**src/design/hssms_pkg.sv**
```systemverilog
package hssms_pkg;

  // Command codes of the input item
  typedef enum logic [2:0] {
    CMD_TICK   = 3'd0,
    CMD_TURN   = 3'd1,
    CMD_ROTATE = 3'd2,
    CMD_MOVE   = 3'd3,
    CMD_STOP   = 3'd4
  } cmd_e;

  // Configuration register indexes
  localparam logic CFG_FORWARD       = 1'b0;
  localparam logic CFG_STEPS_PER_REV = 1'b1;

  // Register reset values
  localparam logic        FORWARD_RESET       = 1'b1;
  localparam logic [15:0] STEPS_PER_REV_RESET = 16'd4096;

  // Speed range and tick delay scaling
  localparam logic [6:0] SPEED_MAX   = 7'd100;
  localparam logic [9:0] DELAY_EXTRA = 10'd1;

  // Division by 360 as a shift by 3 and a division by 45 through a reciprocal
  localparam int          DIV_PRE_SHIFT = 3;
  localparam int          RECIP_SHIFT   = 35;
  localparam logic [29:0] RECIP_DIV45   = 30'd763549741;
  localparam logic [29:0] DIVISOR_45    = 30'd45;

  // Half-step coil pattern for a phase index
  function automatic logic [3:0] half_step_coils(input logic [2:0] idx);
    logic [3:0] pat;
    case (idx)
      3'd0: pat = 4'h8;
      3'd1: pat = 4'hC;
      3'd2: pat = 4'h4;
      3'd3: pat = 4'h6;
      3'd4: pat = 4'h2;
      3'd5: pat = 4'h3;
      3'd6: pat = 4'h1;
      3'd7: pat = 4'h9;
      default: pat = 4'h0;
    endcase
    return pat;
  endfunction

endpackage

```
**src/design/half_step_stepper_motion_sequencer.sv**
```systemverilog
// Half-step stepper motion sequencer.
// Input channel (in_valid_i / in_ready_o) carries one command item per
// transfer: a 1 ms tick, turn, rotate, move or stop, with amount and speed.
// Every item yields exactly one result item on the output channel
// (out_valid_o / out_ready_i): coil levels, enable, busy and phase index,
// showing the motion state after that item.
// Configuration (cfg_valid_i / cfg_ready_o) writes the direction (index 0)
// and half-steps per revolution (index 1); cfg_ready_o is always high, and
// writes are meant to happen only while no item is in flight.
// An accepted item is loaded into stage 1 with steps_per_rev * amount,
// then into stage 2 with its reciprocal estimate by 45; the last stage
// corrects the quotient, updates the motion state and loads the result
// register.
// Throughput is one item per cycle while the receiver takes results.
// When the receiver stalls, results hold and the stages behind fill up;
// input is still taken while any stage has room.
// Reset clears the pipeline, idles the motor with coils off and phase 0,
// and restores forward direction and 4096 half-steps per revolution.
module half_step_stepper_motion_sequencer
  import hssms_pkg::*;
(
  input  logic        clk_i,
  input  logic        rst_ni,
  input  logic        cfg_valid_i,
  output logic        cfg_ready_o,
  input  logic        cfg_index_i,
  input  logic [15:0] cfg_data_i,
  input  logic        in_valid_i,
  output logic        in_ready_o,
  input  logic [2:0]  command_i,
  input  logic [15:0] amount_i,
  input  logic [6:0]  speed_i,
  output logic        out_valid_o,
  input  logic        out_ready_i,
  output logic [3:0]  coils_o,
  output logic        enabled_o,
  output logic        busy_res_o,
  output logic [2:0]  phase_o
);

  typedef enum logic [1:0] {
    MODE_IDLE  = 2'd0,
    MODE_COUNT = 2'd1,
    MODE_TIMED = 2'd2
  } mode_e;

  // Configuration registers
  logic        forward_q;
  logic [15:0] steps_per_rev_q;

  // Pipeline stages
  logic        s1_v_q, s2_v_q, out_v_q;
  logic [2:0]  s1_cmd_q, s2_cmd_q;
  logic [15:0] s1_amount_q, s2_amount_q;
  logic [6:0]  s1_speed_q, s2_speed_q;
  logic [31:0] s1_prod_q;
  logic [28:0] s2_x_q;
  logic [23:0] s2_q0_q;

  // Motion state
  mode_e       mode_q, mode_d;
  logic [2:0]  phase_q, phase_d;
  logic [3:0]  coils_q, coils_d;
  logic [23:0] remaining_q, remaining_d;
  logic [9:0]  wait_q, wait_d;
  logic [9:0]  reload_q, reload_d;
  logic [15:0] elapsed_q, elapsed_d;
  logic [15:0] limit_q, limit_d;

  // Handshake between stages
  logic out_free, s2_free, s1_free, s2_fire;

  assign out_free   = !out_v_q || out_ready_i;
  assign s2_free    = !s2_v_q || out_free;
  assign s1_free    = !s1_v_q || s2_free;
  assign s2_fire    = s2_v_q && out_free;
  assign in_ready_o = s1_free;

  // Write configuration registers
  assign cfg_ready_o = 1'b1;

  always_ff @(posedge clk_i or negedge rst_ni) begin
    if (!rst_ni) begin
      forward_q       <= FORWARD_RESET;
      steps_per_rev_q <= STEPS_PER_REV_RESET;
    end else if (cfg_valid_i) begin
      case (cfg_index_i)
        CFG_FORWARD:       forward_q       <= cfg_data_i[0];
        CFG_STEPS_PER_REV: steps_per_rev_q <= cfg_data_i;
        default: ;
      endcase
    end
  end

  // Stage 1: capture the item and form the rotate product
  logic [31:0] rot_prod;
  assign rot_prod = {16'd0, steps_per_rev_q} * {16'd0, amount_i};

  always_ff @(posedge clk_i or negedge rst_ni) begin
    if (!rst_ni) begin
      s1_v_q <= 1'b0;
    end else if (s1_free) begin
      s1_v_q <= in_valid_i;
    end
  end

  always_ff @(posedge clk_i) begin
    if (in_valid_i && s1_free) begin
      s1_cmd_q    <= command_i;
      s1_amount_q <= amount_i;
      s1_speed_q  <= speed_i;
      s1_prod_q   <= rot_prod;
    end
  end

  // Stage 2: estimate the quotient by 45 through the reciprocal
  logic [28:0] div_x;
  logic [58:0] recip_prod;
  assign div_x      = s1_prod_q[31:DIV_PRE_SHIFT];
  assign recip_prod = {30'd0, div_x} * {29'd0, RECIP_DIV45};

  always_ff @(posedge clk_i or negedge rst_ni) begin
    if (!rst_ni) begin
      s2_v_q <= 1'b0;
    end else if (s2_free) begin
      s2_v_q <= s1_v_q;
    end
  end

  always_ff @(posedge clk_i) begin
    if (s1_v_q && s2_free) begin
      s2_cmd_q    <= s1_cmd_q;
      s2_amount_q <= s1_amount_q;
      s2_speed_q  <= s1_speed_q;
      s2_x_q      <= div_x;
      s2_q0_q     <= recip_prod[58:RECIP_SHIFT];
    end
  end

  // Stage 3: correct the quotient (estimate is exact or one low)
  logic [29:0] q0_wide, q0_times45, div_rem;
  logic [23:0] rot_steps;
  assign q0_wide    = {6'd0, s2_q0_q};
  assign q0_times45 = (q0_wide << 5) + (q0_wide << 3) + (q0_wide << 2) + q0_wide;
  assign div_rem    = {1'b0, s2_x_q} - q0_times45;
  assign rot_steps  = (div_rem >= DIVISOR_45) ? s2_q0_q + 24'd1 : s2_q0_q;

  // Step delay from speed, saturated at the top speed
  logic [6:0] speed_sat, speed_gap;
  logic [9:0] step_delay;
  assign speed_sat  = (s2_speed_q > SPEED_MAX) ? SPEED_MAX : s2_speed_q;
  assign speed_gap  = SPEED_MAX - speed_sat;
  assign step_delay = ({3'd0, speed_gap} << 3) + ({3'd0, speed_gap} << 1) + DELAY_EXTRA;

  // Next phase and its coil pattern in the configured direction
  logic [2:0] step_phase;
  logic [3:0] step_coils;
  assign step_phase = forward_q ? phase_q + 3'd1 : phase_q - 3'd1;
  assign step_coils = half_step_coils(step_phase);

  // Tick helpers
  logic [15:0] elapsed_inc;
  logic [9:0]  wait_dec;
  assign elapsed_inc = (elapsed_q != 16'hFFFF) ? elapsed_q + 16'd1 : elapsed_q;
  assign wait_dec    = (wait_q != 10'd0) ? wait_q - 10'd1 : wait_q;

  logic        can_start;
  logic [23:0] count_steps;
  assign can_start   = (mode_q == MODE_IDLE) && (s2_speed_q != 7'd0);
  assign count_steps = (s2_cmd_q == CMD_ROTATE) ? rot_steps : {8'd0, s2_amount_q};

  // Update the motion state for the item leaving stage 2
  always_comb begin
    mode_d      = mode_q;
    phase_d     = phase_q;
    coils_d     = coils_q;
    remaining_d = remaining_q;
    wait_d      = wait_q;
    reload_d    = reload_q;
    elapsed_d   = elapsed_q;
    limit_d     = limit_q;
    if (s2_fire) begin
      case (s2_cmd_q)
        CMD_TICK: begin
          if (mode_q != MODE_IDLE) begin
            elapsed_d = elapsed_inc;
            wait_d    = wait_dec;
            if (wait_dec == 10'd0) begin
              if (mode_q == MODE_COUNT) begin
                if (remaining_q == 24'd0) begin
                  mode_d  = MODE_IDLE;
                  coils_d = 4'd0;
                end else begin
                  phase_d     = step_phase;
                  coils_d     = step_coils;
                  remaining_d = remaining_q - 24'd1;
                  wait_d      = reload_q;
                end
              end else begin
                if (elapsed_inc < limit_q) begin
                  phase_d = step_phase;
                  coils_d = step_coils;
                  wait_d  = reload_q;
                end else begin
                  mode_d  = MODE_IDLE;
                  coils_d = 4'd0;
                end
              end
            end
          end
        end
        CMD_TURN, CMD_ROTATE: begin
          if (can_start) begin
            if (count_steps == 24'd0) begin
              mode_d  = MODE_IDLE;
              coils_d = 4'd0;
            end else begin
              reload_d    = step_delay;
              phase_d     = step_phase;
              coils_d     = step_coils;
              remaining_d = count_steps - 24'd1;
              wait_d      = step_delay;
              mode_d      = MODE_COUNT;
            end
          end
        end
        CMD_MOVE: begin
          if (can_start) begin
            if (s2_amount_q == 16'd0) begin
              mode_d  = MODE_IDLE;
              coils_d = 4'd0;
            end else begin
              reload_d  = step_delay;
              limit_d   = s2_amount_q;
              elapsed_d = 16'd0;
              phase_d   = step_phase;
              coils_d   = step_coils;
              wait_d    = step_delay;
              mode_d    = MODE_TIMED;
            end
          end
        end
        CMD_STOP: begin
          mode_d  = MODE_IDLE;
          coils_d = 4'd0;
        end
        default: ;
      endcase
    end
  end

  // Hold motion state and result valid; state doubles as result payload
  always_ff @(posedge clk_i or negedge rst_ni) begin
    if (!rst_ni) begin
      out_v_q     <= 1'b0;
      mode_q      <= MODE_IDLE;
      phase_q     <= 3'd0;
      coils_q     <= 4'd0;
      remaining_q <= 24'd0;
      wait_q      <= 10'd0;
      reload_q    <= 10'd0;
      elapsed_q   <= 16'd0;
      limit_q     <= 16'd0;
    end else begin
      if (out_free) begin
        out_v_q <= s2_v_q;
      end
      mode_q      <= mode_d;
      phase_q     <= phase_d;
      coils_q     <= coils_d;
      remaining_q <= remaining_d;
      wait_q      <= wait_d;
      reload_q    <= reload_d;
      elapsed_q   <= elapsed_d;
      limit_q     <= limit_d;
    end
  end

  assign out_valid_o = out_v_q;
  assign coils_o     = coils_q;
  assign enabled_o   = (mode_q != MODE_IDLE);
  assign busy_res_o  = (mode_q != MODE_IDLE);
  assign phase_o     = phase_q;

  // Coils are off whenever no motion runs
  assert property (@(posedge clk_i) disable iff (!rst_ni)
    (mode_q == MODE_IDLE) |-> (coils_q == 4'd0))
    else $error("coils driven while idle");

  // A running motion always has a pending wait and a nonzero reload
  assert property (@(posedge clk_i) disable iff (!rst_ni)
    (mode_q != MODE_IDLE) |-> (wait_q != 10'd0) && (reload_q != 10'd0))
    else $error("running motion without pending wait");

  // A timed move always carries a nonzero time limit
  assert property (@(posedge clk_i) disable iff (!rst_ni)
    (mode_q == MODE_TIMED) |-> (limit_q != 16'd0))
    else $error("timed move without a time limit");

  // Phase only moves when an item is processed
  assert property (@(posedge clk_i) disable iff (!rst_ni)
    !s2_fire |=> $stable(phase_q))
    else $error("phase moved without an item");

endmodule
```
**config.mk**
```make
export PLATFORM = sky130hd
export DESIGN_NAME = half_step_stepper_motion_sequencer
export DESIGN_NICKNAME = d
export VERILOG_FILES = /design/src/design/hssms_pkg.sv /design/src/design/half_step_stepper_motion_sequencer.sv
export SDC_FILE = /design/constraint.sdc
export NUM_CORES = 2
export LEC_CHECK = 0
export BUFFER_PORTS_ARGS = -buffer_cell sky130_fd_sc_hd__buf_2
export CELL_PAD_IN_SITES_DETAIL_PLACEMENT = 0
export CELL_PAD_IN_SITES_GLOBAL_PLACEMENT = 2
export CORE_MARGIN = 4
export CORE_UTILIZATION = 39
export DETAILED_ROUTE_END_ITERATION = 12
export PLACE_DENSITY_LB_ADDON = 0.1
export SYNTH_ARGS = -nofsm -noshare
export SYNTH_HDL_FRONTEND = slang
export SYNTH_SLANG_ARGS = --single-unit
export TNS_END_PERCENT = 50
```
**constraint.sdc**
```tcl
create_clock -name clk_i -period 7.1 [get_ports clk_i]
set_input_delay 0 -clock clk_i [delete_from_list [all_inputs] [get_ports clk_i]]
set_output_delay 0 -clock clk_i [all_outputs]
set_load 0.05 [all_outputs]
```
==> parameters.txt <==
Parameter                              Value

Status
  Run status ... finished with violations
  Violated checks ... setup timing

Drt
  Number of optimization iterations in the first detailed-route pass ... 8
  DRC ... 0
  Number of DRC markers in iteration 0 ... about 1,400
  Via Count ... about 26,000
  Wirelength, routed ... roughly 100 mm
  Wirelength per Cell ... roughly 19 um
  Count of antenna-violating nets left after detailed routing ... 0
  Ratio of routed vias to standard cells ... roughly 5.0

Timing
  Worst hold slack after final layout ... approximately 0.022 ns
  Final max-slew violation count ... 0
  Final setup skew ... ~0.027 ns
  Worst-case setup margin in the final layout ... -0.621 ns
  Max Fclk ... 0.130 GHz
  Total negative slack ... -5.24 ns
  Final cycle utilization of the critical path ... 109%
  RSZ-0062 raised after global routing ... true
  Headroom to the max-slew limit ... 34.9%
  Final setup vio count ... 15
  Hold Violations, Final ... 0
  Worst Max-Slew Pin Slew ... around 1 ns
  Min Clock Period, post-route ... just under 8 ns

Synthesis
  FFs w/ async S/R, synth ... a little over two fifths
  Most frequently used flop master after synthesis ... sky130_fd_sc_hd__edfxtp_1
  Post-synthesis share of cell area spent on and, or, nand and nor gates ... 11.8%
  Multiplexer area fraction after synthesis ... 2.20%
  Dominant combinational cell family by area after synthesis ... adder cells
  Post-synth top cells ... sky130_fd_sc_hd__inv_1, sky130_fd_sc_hd__ha_1, sky130_fd_sc_hd__fa_1
  Post-synthesis adder-cell area fraction ... a little under half
  Top-count cell post-synth ... sky130_fd_sc_hd__inv_1
  Syn_nets ... 4,640
  Post-synth top area share ... between 20% and 30%
  Seq/Total Area, Yosys ... about a fifth
  Gate count of the mapped netlist ... between 3,000 and 4,000
  Count of yosys warnings during synthesis ... 0
  Netlist area before placement ... between 30,000 and 40,000 um^2
  Largest area contributor in the synthesized netlist ... sky130_fd_sc_hd__fa_1
  Register bit count reported by yosys ... around 240
  Post-Synthesis Mean Instance Area ... 9.78 um^2
  Count of unique library cells instantiated by Yosys ... approximately 100
  Number of enable flip-flop cells after synthesis ... between 100 and 150
  Top area cells in the synthesized netlist ... sky130_fd_sc_hd__fa_1, sky130_fd_sc_hd__ha_1, sky130_fd_sc_hd__edfxtp_1
  Synthesized-area fraction occupied by xor and xnor cells ... 2.63%
  Compound-Gate Fraction of Synth Area ... 9.21%

GRT
  Total global routing overflow ... 0
  All-Layer GR Usage ... between 20% and 30%
  Via count of the first global-routing pass ... 28,307
  Global-route wire length before repair ... 160 mm
  Maximum number of pins on one net before global-route repair ... 57
  Initial antenna violation count ... 6

Critical path
  Endpoint of the worst-slack reg-to-reg timing path ... s2_q0_q[23]$_DFFE_PP_
  CP endpoint ... s2_q0_q[23]$_DFFE_PP_
  Critical Path RT ... approximately 7.4 ns
  Path type of the worst setup path ... register to register
  Worst flop-to-flop path startpoint ... s1_prod_q[16]$_DFFE_PP_
  Reg2reg setup slack ... -0.62 ns
  Largest stage delay on the critical path ... 0.59 ns
  Maximum net fanout on the critical path ... 3
  Crit start category ... register
  Critical Path Sink Type ... register
  Launch point of the critical path ... s1_prod_q[16]$_DFFE_PP_
  Number of cell instances on the worst register-to-register path ... 29
  Worst path most repeated cell ... sky130_fd_sc_hd__fa_2
  Slowest stage cell on the critical path ... sky130_fd_sc_hd__fa_2
  Data arrival time of the worst path ... roughly 8.0 ns

Clock tree
  Total clock sinks ... approximately 240
  Number of buffers created by CTS ... 34
  CTS Buffer Depth ... 3
  Post-CTS clock slew at the launch and capture registers of the worst setup and hold paths ... ~0.060 ns
  TritonCTS clock tree ... built
  Clock latency of the later-clocked register in the worst-skew pair ... approximately 0.57 ns
  Number of levels in the clock H-tree ... 2
  Clock tree root driver cell ... sky130_fd_sc_hd__clkbuf_16

Layout
  Layout cell share with drive strength beyond 1 ... 18.1%
  Final std cell area, no fill ... 42,100 um^2
  Number of nets in the finished design ... between 5,000 and 6,000
  Ant. Diodes ... 0
  Post-layout util ... 47.3%
  Area growth from synthesis to layout ... 19.4%

Job
  Max-cap check violation count ... 0

Floorplanning
  Core ar. ... just under 90,000 um^2
  Starting density of the core ... between 30% and 40%
  Die Height ... slightly above 300 um
  DIE AREA ... ~95,000 um^2
  Horizontal die dimension ... around 300 um
  Row count ... between 100 and 150
  Count of pins on the block boundary ... 60

Place
  Final HPWL from detailed placement ... approximately 86 mm
  Final weighted congestion in routability-driven placement ... 0.917
  Instance area after placement ... roughly 40,000 um^2
  Buffers added on ports ... 58

Hold path
  Hold WC Path Type ... input pin to asynchronous set/reset pin
==> worst min path at each step <==
stage / endpoint / slack [ns] / cells past startpoint
floorplan: coils_o[0]$_DFFE_PN0P_ / -0.30 / 0
global placement: reload_q[0]$_DFFE_PN0P_ / 0.11 / 1
detailed placement: reload_q[0]$_DFFE_PN0P_ / 0.11 / 1
CTS: s1_amount_q[5]$_DFFE_PP_ / 0.008 / 2
global route: s1_amount_q[5]$_DFFE_PP_ / 0.01 / 2
finish: reload_q[0]$_DFFE_PN0P_ / 0.02 / 2
==> final cells by class <==
class | count | area, um^2
fillers | 8551 | 47000
flip-flops and latches | 239 | 6660
multi-input cells | 2479 | 25700
inverters | 785 | 2950
clock buffers | 38 | 866
repair buffers | 540 | 4170
well taps | 1165 | 1460
clock inverters | 22 | 256
==> registers in the layout, summed over array words and instances (netlist names) <==
| name | cells |
|---|---|
| forward_q | 1 |
| s1_v_q | 1 |
| limit_q | 16 |
| steps_per_rev_q | 16 |
| wait_q | 10 |
| s2_speed_q | 7 |
| s2_q0_q | 24 |
| mode_q | 2 |
| s1_speed_q | 7 |
| s2_v_q | 1 |
| s2_cmd_q | 3 |
| s2_x_q | 29 |
| s1_prod_q | 29 |
| phase_o | 3 |
| s1_cmd_q | 3 |
| remaining_q | 24 |
| s2_amount_q | 16 |
| reload_q | 10 |
| s1_amount_q | 16 |
| elapsed_q | 16 |
| out_valid_o | 1 |
| coils_o | 4 |
==> kinds of logic after synthesis <==
group | count (synthesis)
adders and majority gates | 989
buffers and inverters | 885
and+or+nand+nor | 832
AOI/OAI and AO/OA | 480
DFF | 239
xor gates and xnor gates | 106
muxes | 71
other | 1
==> worst max-delay path: cells and delay by family (launching register included) <==
kind,cells,cell delay (ns)
AO/OA/AOI/OAI,13,2.63
XOR/XNOR,1,0.07
adder cells (fa/ha/maj),9,3.89
buffers and inverters,4,0.20
flip-flops,1,0.48
AND/OR/NAND/NOR,2,0.21
==> metal layers <==
metal | vias to the layer above | part of all wire [%] | global-route usage, %
met4 | 2 | 2.4 | 4.78
met1 | 13258 | 46 | 29.6
met3 | 108 | 2.9 | 2.07
li1 | 12682 | - | -
met2 | 389 | 49 | 37.0
met5 | - | 0.012 | 0
==> stage by stage <==
stage	instances	worst slack (ns)
3_3_place_gp	5122	-0.676
5_1_grt	5268	-0.892
4_1_cts	5240	-0.598
2_1_floorplan	3603	-0.147
3_5_place_dp	5122	-0.793
6_report	5268	-0.621
==> cell usage in the layout (no fill, tap or decap), drive strengths merged, types with 7 or more instances in the layout <==
cell type    synthesis  final
a211o                9      9
a211oi              19     19
nand2b              22     22
dlygate4sd3          0     47
xor2                35     35
clkbuf              75     42
inv                785    786
mux2i               22     22
a21oi              124    124
xnor2               71     71
a31oi               12     12
a21o                39     39
a22o                12     12
nor2               118    118
o211ai              18     18
a2111oi              7      7
o31ai               18     18
clkinv               0     14
o2111ai              7      7
nor3                50     50
fa                 494    494
nor2b               19     19
nand4               28     28
dfrtp              103    103
o21bai              15     15
and3                27     27
nor4                22     22
buf                 25    489
o21a                20     20
and4                 7      7
edfxtp             134    134
o21ai              110    110
mux2                49     49
nand2              318    318
ha                 495    495
nand3               61     61
and2               105    105
or3                 17     17
==> timing repair <==
| action | in CTS | in global routing |
|---|---|---|
| gates cloned | 0 | 3 |
| setup buffers | 12 | 26 |
| hold endpoints to repair | 96 | 0 |
| hold buffers | 47 | 0 |
| pin swaps | 15 | 39 |
| endpoints found under the setup margin | 58 | 74 |
| resized for setup | 23 | 106 |
Power is not shown: default switching activity piles up to over one toggle a cycle in this logic, so the estimate is an artifact.
